### src/est_pkg.sv
// Shared types and constants for the event sequence trigger matcher.
package est_pkg;

    localparam int HIST_DEPTH_DFLT  = 8;
    localparam int TBL_ENTRIES_DFLT = 16;

    localparam int EVT_W       = 9;
    localparam int CODE_W      = 8;
    localparam int OP_W        = 2;
    localparam int IN_ENTRY_W  = 4;
    localparam int IN_POS_W    = 3;
    localparam int IN_LEN_W    = 4;
    localparam int OUT_ENTRY_W = 4;
    localparam int CFG_W       = 5;

    localparam logic [OP_W-1:0] OP_EVENT = 2'd0;
    localparam logic [OP_W-1:0] OP_ELEM  = 2'd1;
    localparam logic [OP_W-1:0] OP_LEN   = 2'd2;

    typedef struct packed {
        logic [OP_W-1:0]       op;
        logic [CODE_W-1:0]     event_code;
        logic                  event_up;
        logic [IN_ENTRY_W-1:0] entry;
        logic [IN_POS_W-1:0]   position;
        logic [IN_LEN_W-1:0]   length;
    } t_in_item;

    typedef struct packed {
        logic [OUT_ENTRY_W-1:0] match_entry;
        logic                   last;
    } t_out_item;

endpackage

### src/est_ram.sv
// Generic single-port-write, single-port-read RAM with registered read data.
module est_ram #(
    parameter int WIDTH = 8,
    parameter int DEPTH = 16,
    localparam int AW = (DEPTH > 1) ? $clog2(DEPTH) : 1
) (
    input  logic             i_clk,
    input  logic             i_we,
    input  logic [AW-1:0]    i_waddr,
    input  logic [WIDTH-1:0] i_wdata,
    input  logic             i_re,
    input  logic [AW-1:0]    i_raddr,
    output logic [WIDTH-1:0] o_rdata
);

    logic [WIDTH-1:0] r_mem [DEPTH];
    logic [WIDTH-1:0] r_rdata;

    always_ff @(posedge i_clk) begin
        if (i_we) begin
            r_mem[i_waddr] <= i_wdata;
        end
        if (i_re) begin
            r_rdata <= r_mem[i_raddr];
        end
    end

    assign o_rdata = r_rdata;

endmodule

### src/est_match.sv
// Compare unit: tests one pattern row against the newest events of the history.
module est_match import est_pkg::*; #(
    parameter int HISTORY_DEPTH = HIST_DEPTH_DFLT,
    localparam int LW = $clog2(HISTORY_DEPTH + 1),
    localparam int PW = (HISTORY_DEPTH > 1) ? $clog2(HISTORY_DEPTH) : 1
) (
    input  logic [EVT_W-1:0]               i_hist [HISTORY_DEPTH],
    input  logic [HISTORY_DEPTH*EVT_W-1:0] i_row,
    input  logic [LW-1:0]                  i_len,
    output logic                           o_hit
);

    logic [HISTORY_DEPTH-1:0] lane_ok;

    // pattern element p (oldest first) lines up with history slot len-1-p
    always_comb begin
        logic [LW-1:0] h;
        for (int p = 0; p < HISTORY_DEPTH; p++) begin
            h = i_len - LW'(p + 1);
            if (p >= int'(i_len)) begin
                lane_ok[p] = 1'b1;
            end else begin
                lane_ok[p] = (i_row[p*EVT_W +: EVT_W] == i_hist[h[PW-1:0]]);
            end
        end
    end

    assign o_hit = &lane_ok;

endmodule

### src/event_sequence_trigger_matcher.sv
// An event (op 0) holds the input while the sequencer scans min(entries_in_use, TABLE_ENTRIES)
// table entries, one table entry per cycle through the pattern RAM read port and the compare unit
// while the output register is not stalled. A pattern element write is a read-modify-write
// of the pattern row (read in S_IDLE, write in S_PWR); length writes and unused ops take only S_IDLE.
// Reset (i_rst_n low, synchronous) clears history, lengths, register and control;
// the pattern RAM is not cleared and holds undefined data until written.
module event_sequence_trigger_matcher import est_pkg::*; #(
    parameter int HISTORY_DEPTH = HIST_DEPTH_DFLT,
    parameter int TABLE_ENTRIES = TBL_ENTRIES_DFLT
) (
    input  logic             i_clk,
    input  logic             i_rst_n,
    input  logic             i_in_valid,
    output logic             o_in_ready,
    input  t_in_item         i_in,
    output logic             o_out_valid,
    input  logic             i_out_ready,
    output t_out_item        o_out,
    input  logic             i_cfg_we,
    input  logic [CFG_W-1:0] i_cfg_data
);

    localparam int LW    = $clog2(HISTORY_DEPTH + 1);
    localparam int PW    = (HISTORY_DEPTH > 1) ? $clog2(HISTORY_DEPTH) : 1;
    localparam int EW    = (TABLE_ENTRIES > 1) ? $clog2(TABLE_ENTRIES) : 1;
    localparam int TW    = $clog2(TABLE_ENTRIES + 1);
    localparam int ROW_W = HISTORY_DEPTH * EVT_W;

    localparam logic [1:0] S_IDLE  = 2'd0;
    localparam logic [1:0] S_PWR   = 2'd1;
    localparam logic [1:0] S_SCAN  = 2'd2;
    localparam logic [1:0] S_FLUSH = 2'd3;

    logic [1:0]       r_state,    n_state;
    logic [TW-1:0]    r_limit,    n_limit;
    logic [TW-1:0]    r_rd_idx,   n_rd_idx;
    logic             r_cmp_vld,  n_cmp_vld;
    logic [EW-1:0]    r_cmp_idx,  n_cmp_idx;
    logic             r_hold_vld, n_hold_vld;
    logic [EW-1:0]    r_hold_idx, n_hold_idx;
    logic [EW-1:0]    r_ent,      n_ent;
    logic [PW-1:0]    r_pos,      n_pos;
    logic [EVT_W-1:0] r_evt,      n_evt;
    logic [CFG_W-1:0] r_eiu;
    logic             r_out_vld;
    t_out_item        r_out;

    logic [EVT_W-1:0] r_hist [HISTORY_DEPTH];
    logic [LW-1:0]    r_len  [TABLE_ENTRIES];

    logic             accept;
    logic             out_free;
    logic             ent_ok;
    logic             pos_ok;
    logic [EVT_W-1:0] in_evt;
    logic [TW-1:0]    lim;
    logic [LW-1:0]    len_sat;

    logic             ram_re;
    logic             ram_we;
    logic [EW-1:0]    ram_raddr;
    logic [ROW_W-1:0] ram_rdata;
    logic [ROW_W-1:0] wr_row;
    logic             hit;
    logic             push;
    logic             push_last;

    assign o_in_ready = (r_state == S_IDLE);
    assign accept     = i_in_valid && o_in_ready;
    assign out_free   = !r_out_vld || i_out_ready;
    assign in_evt     = {i_in.event_up, i_in.event_code};
    assign ent_ok     = int'(i_in.entry) < TABLE_ENTRIES;
    assign pos_ok     = int'(i_in.position) < HISTORY_DEPTH;
    assign lim        = (int'(r_eiu) > TABLE_ENTRIES) ? TW'(TABLE_ENTRIES) : TW'(r_eiu);
    assign len_sat    = (int'(i_in.length) > HISTORY_DEPTH) ? LW'(HISTORY_DEPTH)
                                                            : LW'(i_in.length);

    // element write merges the new event into the row read the cycle before
    always_comb begin
        for (int p = 0; p < HISTORY_DEPTH; p++) begin
            wr_row[p*EVT_W +: EVT_W] = (PW'(p) == r_pos) ? r_evt
                                                         : ram_rdata[p*EVT_W +: EVT_W];
        end
    end

    est_ram #(
        .WIDTH (ROW_W),
        .DEPTH (TABLE_ENTRIES)
    ) u_pat_ram (
        .i_clk   (i_clk),
        .i_we    (ram_we),
        .i_waddr (r_ent),
        .i_wdata (wr_row),
        .i_re    (ram_re),
        .i_raddr (ram_raddr),
        .o_rdata (ram_rdata)
    );

    est_match #(
        .HISTORY_DEPTH (HISTORY_DEPTH)
    ) u_match (
        .i_hist (r_hist),
        .i_row  (ram_rdata),
        .i_len  (r_len[r_cmp_idx]),
        .o_hit  (hit)
    );

    // sequencer; a match is held back one step so the final one can carry last
    always_comb begin
        n_state    = r_state;
        n_limit    = r_limit;
        n_rd_idx   = r_rd_idx;
        n_cmp_vld  = r_cmp_vld;
        n_cmp_idx  = r_cmp_idx;
        n_hold_vld = r_hold_vld;
        n_hold_idx = r_hold_idx;
        n_ent      = r_ent;
        n_pos      = r_pos;
        n_evt      = r_evt;
        ram_re     = 1'b0;
        ram_we     = 1'b0;
        ram_raddr  = r_rd_idx[EW-1:0];
        push       = 1'b0;
        push_last  = 1'b0;
        unique case (r_state)
            S_IDLE: begin
                if (accept) begin
                    if (i_in.op == OP_EVENT) begin
                        n_limit    = lim;
                        n_rd_idx   = '0;
                        n_cmp_vld  = 1'b0;
                        n_hold_vld = 1'b0;
                        n_state    = S_SCAN;
                    end else if (i_in.op == OP_ELEM && ent_ok && pos_ok) begin
                        ram_re    = 1'b1;
                        ram_raddr = EW'(i_in.entry);
                        n_ent     = EW'(i_in.entry);
                        n_pos     = PW'(i_in.position);
                        n_evt     = in_evt;
                        n_state   = S_PWR;
                    end
                end
            end
            S_PWR: begin
                ram_we  = 1'b1;
                n_state = S_IDLE;
            end
            S_SCAN: begin
                if (out_free) begin
                    if (r_cmp_vld && hit) begin
                        push       = r_hold_vld;
                        n_hold_vld = 1'b1;
                        n_hold_idx = r_cmp_idx;
                    end
                    if (r_rd_idx < r_limit) begin
                        ram_re    = 1'b1;
                        n_rd_idx  = r_rd_idx + TW'(1);
                        n_cmp_vld = 1'b1;
                        n_cmp_idx = r_rd_idx[EW-1:0];
                    end else begin
                        n_cmp_vld = 1'b0;
                        n_state   = S_FLUSH;
                    end
                end
            end
            S_FLUSH: begin
                if (!r_hold_vld) begin
                    n_state = S_IDLE;
                end else if (out_free) begin
                    push       = 1'b1;
                    push_last  = 1'b1;
                    n_hold_vld = 1'b0;
                    n_state    = S_IDLE;
                end
            end
            default: begin
                n_state = S_IDLE;
            end
        endcase
    end

    always_ff @(posedge i_clk) begin
        if (!i_rst_n) begin
            r_state    <= S_IDLE;
            r_limit    <= '0;
            r_rd_idx   <= '0;
            r_cmp_vld  <= 1'b0;
            r_hold_vld <= 1'b0;
            r_out_vld  <= 1'b0;
            r_eiu      <= '0;
        end else begin
            r_state    <= n_state;
            r_limit    <= n_limit;
            r_rd_idx   <= n_rd_idx;
            r_cmp_vld  <= n_cmp_vld;
            r_hold_vld <= n_hold_vld;
            if (push) begin
                r_out_vld <= 1'b1;
            end else if (i_out_ready) begin
                r_out_vld <= 1'b0;
            end
            if (i_cfg_we) begin
                r_eiu <= i_cfg_data;
            end
        end
    end

    always_ff @(posedge i_clk) begin
        r_cmp_idx  <= n_cmp_idx;
        r_hold_idx <= n_hold_idx;
        r_ent      <= n_ent;
        r_pos      <= n_pos;
        r_evt      <= n_evt;
        if (push) begin
            r_out.match_entry <= OUT_ENTRY_W'(r_hold_idx);
            r_out.last        <= push_last;
        end
    end

    // history and pattern lengths
    always_ff @(posedge i_clk) begin
        if (!i_rst_n) begin
            for (int i = 0; i < HISTORY_DEPTH; i++) begin
                r_hist[i] <= '0;
            end
            for (int e = 0; e < TABLE_ENTRIES; e++) begin
                r_len[e] <= '0;
            end
        end else if (accept) begin
            if (i_in.op == OP_EVENT) begin
                for (int i = HISTORY_DEPTH - 1; i > 0; i--) begin
                    r_hist[i] <= r_hist[i-1];
                end
                r_hist[0] <= in_evt;
            end else if (i_in.op == OP_LEN && ent_ok) begin
                r_len[EW'(i_in.entry)] <= len_sat;
            end
        end
    end

    assign o_out_valid = r_out_vld;
    assign o_out       = r_out;

    a_hold_in_scan: assert property (@(posedge i_clk) disable iff (!i_rst_n)
        r_hold_vld |-> (r_state == S_SCAN || r_state == S_FLUSH))
        else $error("held match outside a scan");

    a_rd_idx_bound: assert property (@(posedge i_clk) disable iff (!i_rst_n)
        (r_state == S_SCAN) |-> (r_rd_idx <= r_limit))
        else $error("scan index past entry limit");

    a_push_in_range: assert property (@(posedge i_clk) disable iff (!i_rst_n)
        push |-> (TW'(r_hold_idx) < r_limit))
        else $error("reported entry outside entries in use");

    a_last_ends_scan: assert property (@(posedge i_clk) disable iff (!i_rst_n)
        (push && push_last) |=> (r_state == S_IDLE))
        else $error("sequencer busy after final result");

endmodule

### config.mk
export PLATFORM = sky130hd
export DESIGN_NAME = event_sequence_trigger_matcher
export DESIGN_NICKNAME = d
export VERILOG_FILES = /design/src/est_pkg.sv /design/src/est_ram.sv /design/src/est_match.sv /design/src/event_sequence_trigger_matcher.sv
export SDC_FILE = /design/constraint.sdc
export NUM_CORES = 2
export LEC_CHECK = 0
export BUFFER_PORTS_ARGS = -buffer_cell sky130_fd_sc_hd__buf_2
export CORE_MARGIN = 4
export CORE_UTILIZATION = 53
export CTS_BUF_LIST = sky130_fd_sc_hd__clkbuf_4 sky130_fd_sc_hd__clkbuf_8
export DETAILED_ROUTE_END_ITERATION = 7
export PLACE_DENSITY = 0.69
export SETUP_SLACK_MARGIN = 0.5
export SYNTH_ARGS = -nofsm -noshare
export SYNTH_HDL_FRONTEND = slang
export SYNTH_HIERARCHICAL = 1
export SYNTH_SLANG_ARGS = --single-unit
### constraint.sdc
create_clock -name i_clk -period 7.2 [get_ports i_clk]
set_input_delay 0.36 -clock i_clk [delete_from_list [all_inputs] [get_ports i_clk]]
set_output_delay 0.36 -clock i_clk [all_outputs]
set_load 0.05 [all_outputs]
### Yosys cells after proc, flatten, opt, wreduce, memory -nomap -nowiden

Memory sizes are Yosys's and may differ from the RTL's. A register that Yosys moved wholly into a read port is not among the register bits.
Cells that the tools add are included.

* add/subtract/negate cells: 9
* $mul: 0
* div/mod/pow operators: 0
* magnitude comparators: 19
* equality and inequality tests: 28
* shift-type cells: 0
* muxes and demuxes: 94
* bitwise operators: 9
* reductions and logical operators: 21

Operators with widths (count)
* $bmux W9 S3: 8
* $mux W9: 24
* $eq A9 B9 Y1: 8
* $mux W1: 36
* $ge A4 B4 Y1 const B: 8
* $mux W4: 8
* $not A3 Y4: 8
* $mux W5: 5
* $ge A3 B4 Y1 const A: 4
* $reduce_and A5 Y1: 3
* $mux W2: 7
* $eq A3 B3 Y1 const A: 4
* $sub A3 B3 Y3 const B: 4
* $pmux W5 S2: 1
* $reduce_and A3 Y1: 3
* $ge A1 B4 Y1 const A: 2
* $ge A2 B4 Y1 const A: 2
* $ne A2 B2 Y1 const B: 4
* $pmux W2 S4: 1
* $reduce_and A4 Y1: 2
* $reduce_and A8 Y1: 1
* $eq A2 B2 Y1 const B: 3
* $eq A2 B3 Y1 const A: 2
* $pmux W1 S2: 3
* 22 further kinds: 29

* bits in registers: 121
* latch bits: 0
* RAM bits: 1216
* bits in read-only memories: 0
* input port bits: 32
* output and inout port bits: 7
* memories kept: 2

Memories
* u_pat_ram.r_mem: depth 16, bits a word 72, read ports 1, clocked after Yosys merged registers in 1, write ports 1, RTL line est_ram.sv:16 `logic [WIDTH-1:0] r_mem [DEPTH];`
* r_len: depth 16, bits a word 4, read ports 1, clocked after Yosys merged registers in 1, write ports 16, RTL line event_sequence_trigger_matcher.sv:49 `logic [LW-1:0] r_len [TABLE_ENTRIES];`

### Depth between registers and ports, before layout

* word-level depth: 13
* gate-level depth with buffers: 26
* mapped depth without buffers: 17

### Modules after synthesis

Netlist, hierarchy kept.

Modules (own cells, without submodules)
* est_ram: times used 1, cells an instance 1850, area each 45270.9 µm², seq. area each 36755.3 µm²
* event_sequence_trigger_matcher: times used 1, cells an instance 791, area each 8373.0 µm², seq. area each 4714.5 µm²
* est_match: times used 1, cells an instance 439, area each 4921.0 µm², seq. area each 0.0 µm²

### Worst setup path after synthesis

Ideal clock, no wire load.

* path type: register -> register
* start: register r_state[1]
* end: memory u_pat_ram/r_mem[0][0] in the netlist's numbering (enable)
* arrival: 5.954 ns
* setup slack: 0.656 ns
* cell stages (with the launch flop): 5
* cell sequence: dfxtp_1 -> inv_1 -> ha_1 -> or3b_2 -> nor3_1

* cells in the longest elaborated chain, start to end: 4

Ends and longest elaborated chain
* start: declaration: RTL line event_sequence_trigger_matcher.sv:34 `logic [1:0] r_state, n_state;`
* start signal: assignment: RTL line event_sequence_trigger_matcher.sv:192 `r_state <= n_state;`
* $eq A2 B1 Y1: RTL line event_sequence_trigger_matcher.sv:125 `unique case (r_state)`
* $mux W1: RTL line event_sequence_trigger_matcher.sv:125
* named net ram_we: RTL line event_sequence_trigger_matcher.sv:60 `logic ram_we;`
* $mux W1: RTL line est_ram.sv:20 `if (i_we) begin`
* $mux W1 (implied by the code): RTL line est_ram.sv:21 `r_mem[i_waddr] <= i_wdata;`
* end: declaration: RTL line est_ram.sv:16

The timed path passes the listed nets, and every way through them passes these cells.

==> results by group <==
Worst setup path
  • Slowest CP cell: mux4_4
  • Crit. End Element: flip-flop
  • Setup slack, reg-to-reg: 0.74 ns
  • CP cell instances: buf_6 > mux4_2 > mux4_4 > clkinv_1 > ha_4 > xor2_2 > buf_4 > mux4_2 > xor2_1 > nor3_1 > o221ai_1 > a2111oi_1 > o2111ai_1 > a221oi_1 > buf_4 > nand3_1 > o21ai_0 > nand4_1 > dlygate4sd3_1 > o32ai_1
  • Slowest Stage Delay on Critical Path: 0.70 ns
  • Critical Path AT: 7.26 ns
  • Critical path class: flip-flop to flip-flop
  • WP data required: 8.00 ns
  • CP Launch Type: flip-flop
  • Worst Path Max Fanout: 15

Placed design
  • Global placement routability congestion: 0.974
  • Post-DP HPWL: 84.3 mm
  • Placed cell count: 4,492
  • PortBufs: 38
  • Dpl ws: 0.948 ns

Clocking
  • Clock Latency Late Sink: 0.90 ns
  • Clock Tree Root: clkbuf_8
  • CTS H-tree lvls: 4
  • Num CTS Buffers: 213
  • TritonCTS clock tree: built
  • Sink Count: 1,413
  • Worst-path clk slew: 0.06 ns
  • Clock Path Buffers: 3

Timing
  • Final slew viol count: 0
  • Clock skew: 0.0633 ns
  • Fmax: 0.155 GHz
  • Unrepaired setup endpoints after global routing: false
  • Worst-margin pin slew: 1.22 ns
  • Final setup viols: 0
  • Setup_tns: 0 ns
  • Final Critical Period: 6.46 ns
  • Worst setup margin: 0.737 ns
  • Max_slew headroom: 18.7%
  • Final worst-path cycle share: 89.8%
  • Final hold violation count: 0

Die
  • Die area: 116,000 um^2
  • Row cnt: 121
  • Die Y: 340 um
  • Core Region: 109,000 um^2
  • Num ports: 39
  • Initial Util: 53.6%
  • Die W: 340 um

GRT
  • First-pass GRT wire length: 220 mm
  • Total global-route track usage: 26.2%
  • Vias in the first global route: 31,900
  • Largest net degree at the start of global routing: 113
  • Initial antenna violation count: 7
  • Grt ovf: 0

Run
  • Maxcap violations: 0

Yosys
  • Area of the mapped netlist: 58,600 um^2
  • Syn Inst Count: 3,080
  • Number of flops mapped to enable cells by yosys: 1,317
  • Seq cells post-synth: 1,413
  • Async set-reset flop share out of synthesis: 0%
  • Syn Nets: 3,127
  • Synth Warn #: 6
  • Netlist cell types: 65
  • Synth Area per Inst: 19.0 um^2
  • Primary FF master, synth: edfxtp_1
  • Sequential element share of the synthesized area: 70.8%

Finish
  • Commonest non-fill, non-tap cell in the layout: edfxtp_1
  • Finished Layout Cells: 4,937
  • Leading cell types in the layout, fill and taps excluded: edfxtp_1 (1,317), mux4_2 (404), nand2_1 (296)
  • Layout Nets: 3,313
  • Share of layout cells above drive strength 1: 28.7%
  • Finished Core Util: 59.6%
  • Area Overhead vs Synth: 11.3%

Power
  • Switching Power: 3620 uW
  • Sw Share: 21.9%
  • Worst VDD drop: 0.162 mV
  • Pint: 12,900 uW
  • Static leakage: 0.0204 uW
  • Clock share of power: 39.6%
  • Pwr Total: 16,500 uW
  • Reg power frac: 55.6%
  • Power Density: 253 nW/um^2
  • Logic pwr share: 4.8%

Run status
  • Status: finished, final reports clean

Routing
  • Residual DRC: 0
  • Wirelength, routed: 152 mm
  • Vias per cell: 6.45
  • Post-DRT Antenna Nets: 0
  • WL/cell: 30.8 um
  • Initial DRC count: 4,090
  • Drt pass-1 iters: 6
  • Routed vias: 31,800

Worst hold path
  • HP Class: input pin to flip-flop
what timing repair did:
action | CTS | global route
hold buffers | 34 | 0
endpoints found under the setup margin | 0 | 6
setup buffers | 0 | 1
gates resized for setup | 0 | 9
endpoints found under the hold margin | 53 | 0
power by group through the flow:
stage / logic [uW] / registers [uW] / clock network [uW]
final: 799 / 9170 / 6530
after global routing: 853 / 9170 / 7070
after CTS: 789 / 9170 / 6650
after detailed placement: 768 / 9340 / 0
after global placement: 744 / 9330 / 0
after floorplan: 548 / 9290 / 0
sequential cells by signal (all words and copies together) (netlist names), 5 cells and up, named ones only:
register,flops
u_pat_ram/r_mem,1152
r_hist,72
u_pat_ram/o_rdata,72
r_len,64
r_evt,9
o_out,5
r_eiu,5
r_limit,5
r_rd_idx,5
cells in the mapped netlist, types with 12 or more instances:
cell type,count,area share [%]
buf_4,13,0.17
nand3_1,15,0.13
xnor2_1,42,0.63
o21ai_0,13,0.11
buf_6,27,0.52
nor3b_1,12,0.15
buf_2,31,0.26
nand2_1,298,1.9
xor2_1,28,0.42
inv_1,20,0.13
nor3_1,26,0.22
clkbuf_1,92,0.59
nand4_1,13,0.14
a22oi_1,148,1.9
dfxtp_1,96,3.3
nand3b_1,14,0.18
nor2_1,99,0.63
edfxtp_1,1317,68
mux2i_1,67,1.1
ha_1,15,0.32
mux4_2,405,16
mux2_2,80,1.5
a21oi_1,84,0.72
buf_1,15,0.096
path summary, 6_finish.rpt:
check,start,end,cells after the start
worst max register to register,flip-flop,r_hold_vld,20
worst min-delay path,i_in[3],r_len[2][3],3
worst max-delay path,flip-flop,r_hold_vld,20
worst min register to register,r_hold_idx[0],o_out[1],0
critical path, delay by kind of cell, from the launching register on:
family	cells	cell delay, ns
multiplexers	3	1.77
AO/OA/AOI/OAI	6	1.54
buffers and inverters	5	1.45
AND/OR/NAND/NOR	3	0.53
XOR/XNOR	2	0.48
flip-flops	1	0.38
adder cells (fa/ha/maj)	1	0.19
per-stage QoR:
step                hold WS, ns  instance area, um^2
finish                    0.213                65200
global route              0.176                65200
CTS                      0.0993                65100
detailed placement        0.405                60500
global placement          0.414                60500
floorplan                 0.400                58600
area by class of cell:
class / count / area, um^2
diodes: 9 / 22.5
clock inverters: 99 / 646
clock buffers: 302 / 3650
repair buffers: 150 / 1210
fillers: 7765 / 44100
well taps: 1476 / 1850
multi-input cells: 1464 / 16300
inverters: 24 / 93.8
flip-flops and latches: 1413 / 41500
layer usage:
| layer | part of all wire [%] | track usage (%) | vias up | wire, um |
|---|---|---|---|---|
| li1 | - | - | 13000 | - |
| met1 | 39 | 37.4 | 16700 | 59400 |
| met2 | 48 | 40.9 | 1838 | 72500 |
| met3 | 9.8 | 5.33 | 263 | 14900 |
| met4 | 3.3 | 9.25 | 0 | 4990 |
| met5 | 0 | 0 | - | 0 |
logic make-up (layout without fill, tap and decap cells):
family | Yosys count | in the layout | synth area share, %
flops | 1413 | 1413 | 70.8
mux | 561 | 561 | 18.7
simple gates | 526 | 526 | 3.93
compound gates | 291 | 291 | 3.38
buf+inv | 203 | 575 | 1.82
xor+xnor | 71 | 71 | 1.07
fa+ha+maj | 15 | 15 | 0.320
other cells | 0 | 9 | 0
Power figures use the tool's default switching activity.
